$ cat config.mk
export PLATFORM = sky130hd
export DESIGN_NAME = lru_block_tag_cache
export DESIGN_NICKNAME = d
export VERILOG_FILES = /design/src/rtl/lbtc_pkg.sv /design/src/rtl/lbtc_cell.sv /design/src/rtl/lru_block_tag_cache.sv
export SDC_FILE = /design/constraint.sdc
export NUM_CORES = 2
export LEC_CHECK = 0
export BUFFER_PORTS_ARGS = -buffer_cell sky130_fd_sc_hd__buf_4
export CORE_MARGIN = 2
export CORE_UTILIZATION = 55
export CTS_BUF_LIST = sky130_fd_sc_hd__clkbuf_4 sky130_fd_sc_hd__clkbuf_8 sky130_fd_sc_hd__clkbuf_16
export DETAILED_ROUTE_END_ITERATION = 12
export GPL_TIMING_DRIVEN = 0
export PLACE_DENSITY = 0.78
export SKIP_LAST_GASP = 1
export SLEW_MARGIN = 20
export SYNTH_ARGS = -nofsm -noshare
export SYNTH_HDL_FRONTEND = slang
export SYNTH_SLANG_ARGS = --single-unit
$ cat constraint.sdc
create_clock -name clock -period 11.7 [get_ports clock]
set_input_delay 1.17 -clock clock [delete_from_list [all_inputs] [get_ports clock]]
set_output_delay 1.17 -clock clock [all_outputs]
set_load 0.1 [all_outputs]
$ cat src/rtl/lbtc_pkg.sv
// Shared types and constants for the LRU block tag cache.
`default_nettype none
package lbtc_pkg;

   // Number of cells in the recency chain.
   localparam int ENTRIES = 64;
   localparam int SLOT_W  = (ENTRIES > 1) ? $clog2(ENTRIES) : 1;
   localparam int CNT_W   = $clog2(ENTRIES + 1);
   localparam int TAG_W   = 32;
   localparam int TOTAL_W = 32;
   localparam int OSLOT_W = 6;
   localparam int RSP_W   = 104;

   // One cell of the chain: cached address, owned slot and occupancy.
   typedef struct packed {
      logic              valid;
      logic [SLOT_W-1:0] slot;
      logic [TAG_W-1:0]  tag;
   } cell_type;

   typedef enum logic [1:0] {
      ST_IDLE,
      ST_MATCH,
      ST_UPDATE
   } state_type;

endpackage
`default_nettype wire

$ cat src/rtl/lbtc_cell.sv
// One cell of the recency chain: holds an entry, compares it, takes its neighbor's entry.
`default_nettype none
module lbtc_cell (
   input  wire logic                                clock,
   input  wire logic                                reset,
   input  wire logic                                shift_en,
   input  wire lbtc_pkg::cell_type                  prev_cell,
   input  wire logic [lbtc_pkg::TAG_W-1:0]          lookup_tag,
   output lbtc_pkg::cell_type                       entry,
   output logic                                     match
);

   logic                          valid_ff;
   logic [lbtc_pkg::SLOT_W-1:0]   slot_ff;
   logic [lbtc_pkg::TAG_W-1:0]    tag_ff;

   always_ff @(posedge clock) begin
      if (reset) begin
         valid_ff <= 1'b0;
      end else if (shift_en) begin
         valid_ff <= prev_cell.valid;
      end
   end

   // Payload needs no reset; it is only read while valid.
   always_ff @(posedge clock) begin
      if (shift_en) begin
         slot_ff <= prev_cell.slot;
         tag_ff  <= prev_cell.tag;
      end
   end

   assign entry = '{valid: valid_ff, slot: slot_ff, tag: tag_ff};
   assign match = valid_ff && (tag_ff == lookup_tag);

endmodule
`default_nettype wire

$ cat src/rtl/lru_block_tag_cache.sv
// Top level of the fully associative LRU block tag cache built as a chain of cells.
//
//   Channel  Ports                      Direction  Contents
//   request  req_tvalid/tready/tdata    in         lookup_tag [31:0]
//   result   rsp_tvalid/tready/tdata    out        hit, slot, evicted, evicted_tag,
//                                                  hit_total, miss_total
//
// Each request goes through two steps: compare the address against every cell and
// register the match vector, then shift the chain and write the result register.
// A new request is taken in the same cycle that the previous one updates the chain.
// Reset (synchronous, active high) empties every cell and clears the fill count and
// both totals. The update step waits while the result register still holds a result
// that has not been taken; the request side stalls with it.
`default_nettype none
module lru_block_tag_cache (
   input  wire logic                         clock,
   input  wire logic                         reset,
   input  wire logic                         req_tvalid,
   output logic                              req_tready,
   input  wire logic [31:0]                  req_tdata,   // lookup_tag [31:0]
   output logic                              rsp_tvalid,
   input  wire logic                         rsp_tready,
   // hit [0], slot [6:1], evicted [7], evicted_tag [39:8],
   // hit_total [71:40], miss_total [103:72]
   output logic [lbtc_pkg::RSP_W-1:0]        rsp_tdata
);

   localparam int N = lbtc_pkg::ENTRIES;
   localparam int SW = lbtc_pkg::SLOT_W;

   lbtc_pkg::state_type state_ff, state_in;

   logic [lbtc_pkg::TAG_W-1:0]    lookup_ff;
   logic [N-1:0]                  match;
   logic [N-1:0]                  match_ff;
   logic [N-1:0]                  at_or_after;
   logic [N-1:0]                  shift_en;
   lbtc_pkg::cell_type            cells [N];
   lbtc_pkg::cell_type            prev_cells [N];
   lbtc_pkg::cell_type            new_entry;
   logic [lbtc_pkg::CNT_W-1:0]    fill_ff;
   logic [lbtc_pkg::TOTAL_W-1:0]  hit_cnt_ff, miss_cnt_ff;
   logic [lbtc_pkg::TOTAL_W-1:0]  hit_cnt_in, miss_cnt_in;
   logic                          rsp_valid_ff;
   logic [lbtc_pkg::RSP_W-1:0]    rsp_data_ff, rsp_data_in;

   logic                          accept;
   logic                          update;
   logic                          hit;
   logic                          full;
   logic [SW-1:0]                 hit_slot;
   logic [SW-1:0]                 new_slot;
   logic [lbtc_pkg::TAG_W-1:0]    evict_tag;
   logic [SW+lbtc_pkg::OSLOT_W-1:0] slot_wide;

   // ---------------------------------------------------------------- control
   // The result register frees up when empty or when its result is taken.
   always_comb begin
      update     = (state_ff == lbtc_pkg::ST_UPDATE) && (!rsp_valid_ff || rsp_tready);
   end

   always_comb begin
      state_in = state_ff;
      unique case (state_ff)
         lbtc_pkg::ST_IDLE: begin
            if (req_tvalid) state_in = lbtc_pkg::ST_MATCH;
         end
         lbtc_pkg::ST_MATCH: begin
            state_in = lbtc_pkg::ST_UPDATE;
         end
         lbtc_pkg::ST_UPDATE: begin
            if (update) begin
               state_in = req_tvalid ? lbtc_pkg::ST_MATCH : lbtc_pkg::ST_IDLE;
            end
         end
         default: state_in = lbtc_pkg::ST_IDLE;
      endcase
   end

   always_comb begin
      unique case (state_ff)
         lbtc_pkg::ST_IDLE:   req_tready = 1'b1;
         lbtc_pkg::ST_UPDATE: req_tready = update;
         default:             req_tready = 1'b0;
      endcase
   end

   assign accept = req_tvalid && req_tready;

   always_ff @(posedge clock) begin
      if (reset) begin
         state_ff <= lbtc_pkg::ST_IDLE;
      end else begin
         state_ff <= state_in;
      end
   end

   always_ff @(posedge clock) begin
      if (accept) begin
         lookup_ff <= req_tdata;
      end
   end

   // Compare results are registered so the chain update sees a short path.
   always_ff @(posedge clock) begin
      if (state_ff == lbtc_pkg::ST_MATCH) begin
         match_ff <= match;
      end
   end

   // ------------------------------------------------------------ update step
   // Tags in valid cells are unique, so at most one match bit is set.
   always_comb begin
      hit      = |match_ff;
      hit_slot = '0;
      for (int k = 0; k < N; k++) begin
         hit_slot = hit_slot | ({SW{match_ff[k]}} & cells[k].slot);
      end
   end

   // Marks the hit cell and every cell ahead of it toward cell 0: those cells move on by one.
   always_comb begin
      at_or_after = match_ff;
      for (int l = 0; l < SW; l++) begin
         at_or_after = at_or_after | (at_or_after >> (1 << l));
      end
   end

   assign full = (fill_ff == lbtc_pkg::CNT_W'(N));

   // A miss shifts the whole chain: the first free cell fills from its neighbor,
   // or, when full, the last cell drops out as the eviction.
   always_comb begin
      if (hit) begin
         new_slot = hit_slot;
      end else if (full) begin
         new_slot = cells[N-1].slot;
      end else begin
         new_slot = fill_ff[SW-1:0];
      end
      evict_tag       = (!hit && full) ? cells[N-1].tag : '0;
      new_entry.valid = 1'b1;
      new_entry.slot  = new_slot;
      new_entry.tag   = lookup_ff;
      shift_en        = {N{update}} & (hit ? at_or_after : {N{1'b1}});
   end

   always_comb begin
      prev_cells[0] = new_entry;
      for (int k = 1; k < N; k++) begin
         prev_cells[k] = cells[k-1];
      end
   end

   for (genvar g = 0; g < N; g++) begin : g_cell
      lbtc_cell u_cell (
         .clock      (clock),
         .reset      (reset),
         .shift_en   (shift_en[g]),
         .prev_cell  (prev_cells[g]),
         .lookup_tag (lookup_ff),
         .entry      (cells[g]),
         .match      (match[g])
      );
   end

   always_ff @(posedge clock) begin
      if (reset) begin
         fill_ff <= '0;
      end else if (update && !hit && !full) begin
         fill_ff <= fill_ff + 1'b1;
      end
   end

   // --------------------------------------------------------------- results
   always_comb begin
      hit_cnt_in  = hit_cnt_ff + (hit ? 32'd1 : 32'd0);
      miss_cnt_in = miss_cnt_ff + (hit ? 32'd0 : 32'd1);
      slot_wide   = {{lbtc_pkg::OSLOT_W{1'b0}}, new_slot};
      rsp_data_in = {miss_cnt_in, hit_cnt_in, evict_tag, (!hit && full),
                     slot_wide[lbtc_pkg::OSLOT_W-1:0], hit};
   end

   always_ff @(posedge clock) begin
      if (reset) begin
         hit_cnt_ff  <= '0;
         miss_cnt_ff <= '0;
      end else if (update) begin
         hit_cnt_ff  <= hit_cnt_in;
         miss_cnt_ff <= miss_cnt_in;
      end
   end

   always_ff @(posedge clock) begin
      if (reset) begin
         rsp_valid_ff <= 1'b0;
      end else if (update) begin
         rsp_valid_ff <= 1'b1;
      end else if (rsp_tready) begin
         rsp_valid_ff <= 1'b0;
      end
   end

   always_ff @(posedge clock) begin
      if (update) begin
         rsp_data_ff <= rsp_data_in;
      end
   end

   assign rsp_tvalid = rsp_valid_ff;
   assign rsp_tdata  = rsp_data_ff;

endmodule
`default_nettype wire

**Yosys cells after proc, flatten, opt, wreduce, memory -nomap -nowiden**

Index checks and enable logic that the tools add are counted.

- Flip-flop bits (word level): 2,770
- Logic and storage cells: 496

- Bitwise logic cells: 134
- Reductions and logical operators: 77
- Muxes and demuxes: 12
- Add/subtract/negate cells: 3
- Eq/ne operators: 69

Operators by type and width:

| kind | count |
|---|---|
| $eq A32 B32 Y1 | 64 |
| $and A6 B6 Y6 | 64 |
| $or A6 B6 Y6 | 63 |
| $logic_and A1 B1 Y1 | 69 |
| $add A32 B1 Y32 | 2 |
| $and A64 B64 Y64 | 1 |
| $mux W64 | 1 |
| $or A64 B32 Y64 | 1 |
| $or A64 B48 Y64 | 1 |
| $or A64 B56 Y64 | 1 |
| $or A64 B60 Y64 | 1 |
| $or A64 B62 Y64 | 1 |
| $or A64 B63 Y64 | 1 |
| $reduce_or A64 Y1 | 1 |
| $mux W6 | 2 |
| $add A7 B1 Y7 const B | 1 |
| $eq A7 B7 Y1 const B | 1 |
| $pmux W2 S3 | 1 |
| $mux W1 | 5 |
| $mux W2 | 2 |
| $ne A2 B2 Y1 const B | 2 |
| $logic_not A1 Y1 | 3 |
| $eq A2 B1 Y1 const B | 1 |
| $eq A2 B2 Y1 const B | 1 |
| other kinds (5) | 5 |

**Logic depth before layout (Yosys ltp)**

- Depth after elaboration: 65
- Depth in mapped cells: 16

**Hierarchy**

From an unflattened synthesis, not the netlist that was laid out.

- Cell total of the unflattened synthesis: 6,797
- Area, all modules: 112,166.3 µm²

Modules (own cells, without submodules):

| module | instances | area an instance (µm²) | cells an instance |
|---|---|---|---|
| lbtc_cell | 64 | 1,537.7 | 86 |
| lru_block_tag_cache | 1 | 13,751.9 | 1,293 |

**Least setup slack after synthesis**

OpenSTA, ideal clock, no wires.

- Path type: input to register
- Start: input rsp_tready
- End: register g_cell[0].u_cell.tag_ff[0] (netlist bit), enable pin
- Path slack: 5.319 ns
- Path buffers: 3
- Stages on the path: 6
- Required time: 11.147 ns
- Data arrival time: 5.828 ns
- Cells stage by stage: nand2b_1 nand2b_1 clkbuf_1 clkinv_1 clkbuf_1 buf_1

- Word-level cells in the longest chain between the ends: 3

Ends and longest elaborated chain:

| what | RTL line | RTL |
|---|---|---|
| start: declaration | lru_block_tag_cache.sv:22 | `input wire logic rsp_tready,` |
| $logic_or A1 B1 Y1 | lru_block_tag_cache.sv:59 | `update = (state_ff == lbtc_pkg::ST_UPDATE) && (!rsp_valid_ff \|\| rsp_tready);` |
| $logic_and A1 B1 Y1 | lru_block_tag_cache.sv:59 |  |
| $and A64 B64 Y64 | lru_block_tag_cache.sv:145 | `shift_en = {N{update}} & (hit ? at_or_after : {N{1'b1}});` |
| net g_cell[0].u_cell.shift_en | lbtc_cell.sv:6 | `input wire logic shift_en,` |
| end signal: assignment | lbtc_cell.sv:29 | `tag_ff <= prev_cell.tag;` |
| end: declaration | lbtc_cell.sv:15 | `logic [lbtc_pkg::TAG_W-1:0] tag_ff;` |

The timed path passes the listed nets, and every way through them passes these cells.
A chain may end at the register's enable or synchronous reset.

**Worst setup path in the final report**

- Start: register match_ff[39]
- End: register miss_cnt_ff[27] (netlist bit)

- Word-level cells in the longest chain between the ends: 3

Ends and longest elaborated chain:

| what | RTL line | RTL |
|---|---|---|
| start: declaration | lru_block_tag_cache.sv:35 | `logic [N-1:0] match_ff;` |
| start signal: assignment | lru_block_tag_cache.sv:107 | `match_ff <= match;` |
| $reduce_or A64 Y1 | lru_block_tag_cache.sv:114 | `hit = \|match_ff;` |
| $mux W1 | lru_block_tag_cache.sv:178 | `miss_cnt_in = miss_cnt_ff + (hit ? 32'd0 : 32'd1);` |
| $add A32 B1 Y32 | lru_block_tag_cache.sv:178 |  |
| end signal: assignment | lru_block_tag_cache.sv:190 | `miss_cnt_ff <= miss_cnt_in;` |
| end: declaration | lru_block_tag_cache.sv:42 | `logic [lbtc_pkg::TOTAL_W-1:0] hit_cnt_ff, miss_cnt_ff;` |

No other way between the ends.

==> impl_metrics.yaml <==
synthesis:
  synth_area_leaders: "edfxtp_1 70%, xnor2_1 14%, xor2_1 2.7%"
  yosys-top-cells-count: "2626 x edfxtp_1, 1812 x xnor2_1, 489 x nand4_1"
  synthFlopType: "edfxtp_1"
  syn_inst: 6905
  yosys_register_bits: 2764
  avgSynthCellArea_um2: 16.2
  synth_top_area_cell: "edfxtp_1"
  synth_cell_types: 57
  synth_edf_count: 2626
  syn_nets: 6947
  yosysMostFrequentCell: "edfxtp_1"
  syn_area_um2: 112000
  yosysTopAreaCellShare_pct: 70.3
  async_flop_share_pct: 0
  synth-seq-area-share_pct: 72.8
  yosysWarnings: 0
global_routing:
  grt_use_met3_pct: 18.6
  grt_use_total_pct: 48.1
  use_met1_pct: 60.4
  top_usage_layer: "met2"
  grt_first_pass_wirelength_mm: 644
  grt_pass1_vias: 67900
  grt_max_degree: 41
  globalRouteMet2Util_pct: 66.5
  overflow: 0
  antenna_found_initial: 40
final_layout:
  fin_nets: 7706
  drive_above_1_share_pct: 16.4
  fin_cells: 10600
  area_growth_syn_to_layout_pct: 19.9
setup_path:
  cp-end-kind: "flip-flop"
  cp.required_ns: 12.49
  crit_family: "simple AND/OR/NAND/NOR gates"
  critPathSlowestCell: "nor3_1"
  crit_arrival_ns: 7.68
  cp-start-kind: "flip-flop"
  cp.buffers_inverters: 2
  cp_max_fo: 9
  slowest_delay_ns: 1.01
  crit_type: "flip-flop to flip-flop"
  cp_cell_sequence: "clkbuf_1 > nor4_2 > nand4_1 > nor4_2 > nand2_1 > inv_1 > ha_1 > nand3_1 > nor3_1 > nand4_1 > nor3_1 > xnor2_1 > nor2_1"
clock_tree:
  cts_buffers: 300
  cts_root_buf: "clkbuf_16"
  post_cts_buffers: 0
  hold_buffers: 0
  cts_max_level: 5
  clkSinkCount: 2764
  clk_path_buf_depth: 4
  clk_pin_slew_worst_paths_ns: 0.06
  cts_tree: "yes"
  clk_latency_ns: 0.97
  cts_resized: 0
timing:
  rsz0062_at_grt: "false"
  final-setup-viol-count: 0
  drv_slew: 0
  fin_skew_ns: 0.0662
  period_minus_slack_ns: 6.89
  tightestPinTransition_ns: 1.42
  relSlewSlack_pct: 4.14
  max_freq_mhz: 145
  timing.setup.tns_ns: 0
  hold_viol: 0
  fin_crit_sh_pct: 58.9
  setup_ws_ns: 4.81
min_path:
  hold_path.class: "input port to flip-flop"
detailed_routing:
  drtIter0Drc: 15500
  firstDrtPassIters: 6
  drt_wl_total_mm: 504
  route.detailed.drc: 0
  ant_nets: 0
  vias: 73100
  wl_per_cell_um: 47.8
  routed_via_density: 6.92
placed_design:
  post-dp-hpwl_mm: 382
  place_congestion: 1.05
  pre_cts_ws_ns: 4.72
  place_inst: 10000
  io_buffers: 140
floorplanning:
  row_count: 165
  die_h_um: 455
  start_util_pct: 55.4
  ios: 142
  die_area_um2: 207000
  die_w_um: 455
  core_um2: 202000
power_and_ir_drop:
  leakage_nw: 42.6
  ir_drop_v: 0.000161
  p_per_area_nw_per_um2: 168
run_status:
  status: "finished, final reports clean"
flow_run:
  drv_cap: 0
-- routing by layer --
metal | vias to the layer above | wire, µm
li1 | 27400 | -
met1 | 36500 | 164000
met2 | 7328 | 204000
met3 | 1856 | 83400
met4 | 36 | 52200
met5 | - | 390
-- cell families (layout without fill, tap and decap cells) --
family | after synthesis | count (layout) | synth area share [%]
AO/OA/AOI/OAI | 316 | 316 | 2.24
XOR/XNOR | 2163 | 2163 | 16.9
adder cells (fa/ha/maj) | 6 | 6 | 0.0670
buffers and inverters | 374 | 1340 | 1.29
flip-flops | 2764 | 2764 | 72.8
multiplexers | 58 | 58 | 0.518
other | 0 | 20 | 0
AND/OR/NAND/NOR | 1224 | 1224 | 6.17
-- sequential cells by signal, indices dropped and copies added, names as in the netlist --
| signal | count |
|---|---|
| fill_ff | 7 |
| g_cell.u_cell.slot_ff | 378 |
| g_cell.u_cell.tag_ff | 2048 |
| g_cell.u_cell.valid_ff | 64 |
| hit_cnt_ff | 32 |
| lookup_ff | 32 |
| match_ff | 64 |
| miss_cnt_ff | 32 |
| rsp_tdata | 104 |
| rsp_tvalid | 1 |
| state_ff | 2 |
-- metrics by stage --
stage | hold slack [ns] | instance area (µm²) | total power [mW] | utilization [%]
finish | 0.370 | 134000 | 22.6 | 66.4
global route | 0.364 | 134000 | 22.8 | 66.4
CTS | 0.351 | 134000 | 22.4 | 66.4
detailed placement | 0.434 | 125000 | 13.3 | 61.7
global placement | 0.428 | 116000 | 13.0 | 57.6
floorplan | 0.424 | 112000 | 12.1 | -
-- power by group --
group	switching, mW	internal, mW	leakage, nW
combinational	1.35	0.646	12.7
sequential	0.177	11.0	25.2
clock	3.97	5.46	4.75
total	5.50	17.1	42.6
-- layout make-up --
| type | count | area (µm²) |
|---|---|---|
| repair buffers | 457 | 8450 |
| well taps | 2672 | 3340 |
| fillers | 13600 | 67900 |
| inverters | 31 | 134 |
| plain buffers | 343 | 1690 |
| diodes | 20 | 50.0 |
| multi-input cells | 3767 | 29700 |
| clock buffers | 388 | 8360 |
| flip-flops and latches | 2764 | 81600 |
| clock inverters | 121 | 1090 |
-- worst paths after layout --
check                                 to                        start  slack, ns  cells past startpoint
max                      miss_cnt_ff[27]                 match_ff[39]       4.81                     13
min                        lookup_ff[15]                req_tdata[15]       0.37                      1
max reg2reg              miss_cnt_ff[27]                 match_ff[39]       4.81                     13
min reg2reg  g_cell[8].u_cell.slot_ff[2]  g_cell[7].u_cell.slot_ff[2]       0.43                      0
-- cell usage in the layout, fill, tap and decap left out, types with 32 or more instances in the layout --
cell	instances
a221oi_1	97
a21oi_1	32
buf_16	171
clkbuf_4	88
mux2i_1	58
clkbuf_16	307
buf_2	85
and2_1	38
buf_4	160
xor2_1	351
clkbuf_2	158
edfxtp_1	2626
clkbuf_1	77
xnor2_1	1812
nor3_1	35
buf_12	127
clkinv_1	50
nand2_1	104
nor2_1	135
nor4_1	209
a22o_1	96
clkinv_2	41
dfxtp_1	138
nand4_1	489
nand3_1	104
(Power assumes the default switching activity.)
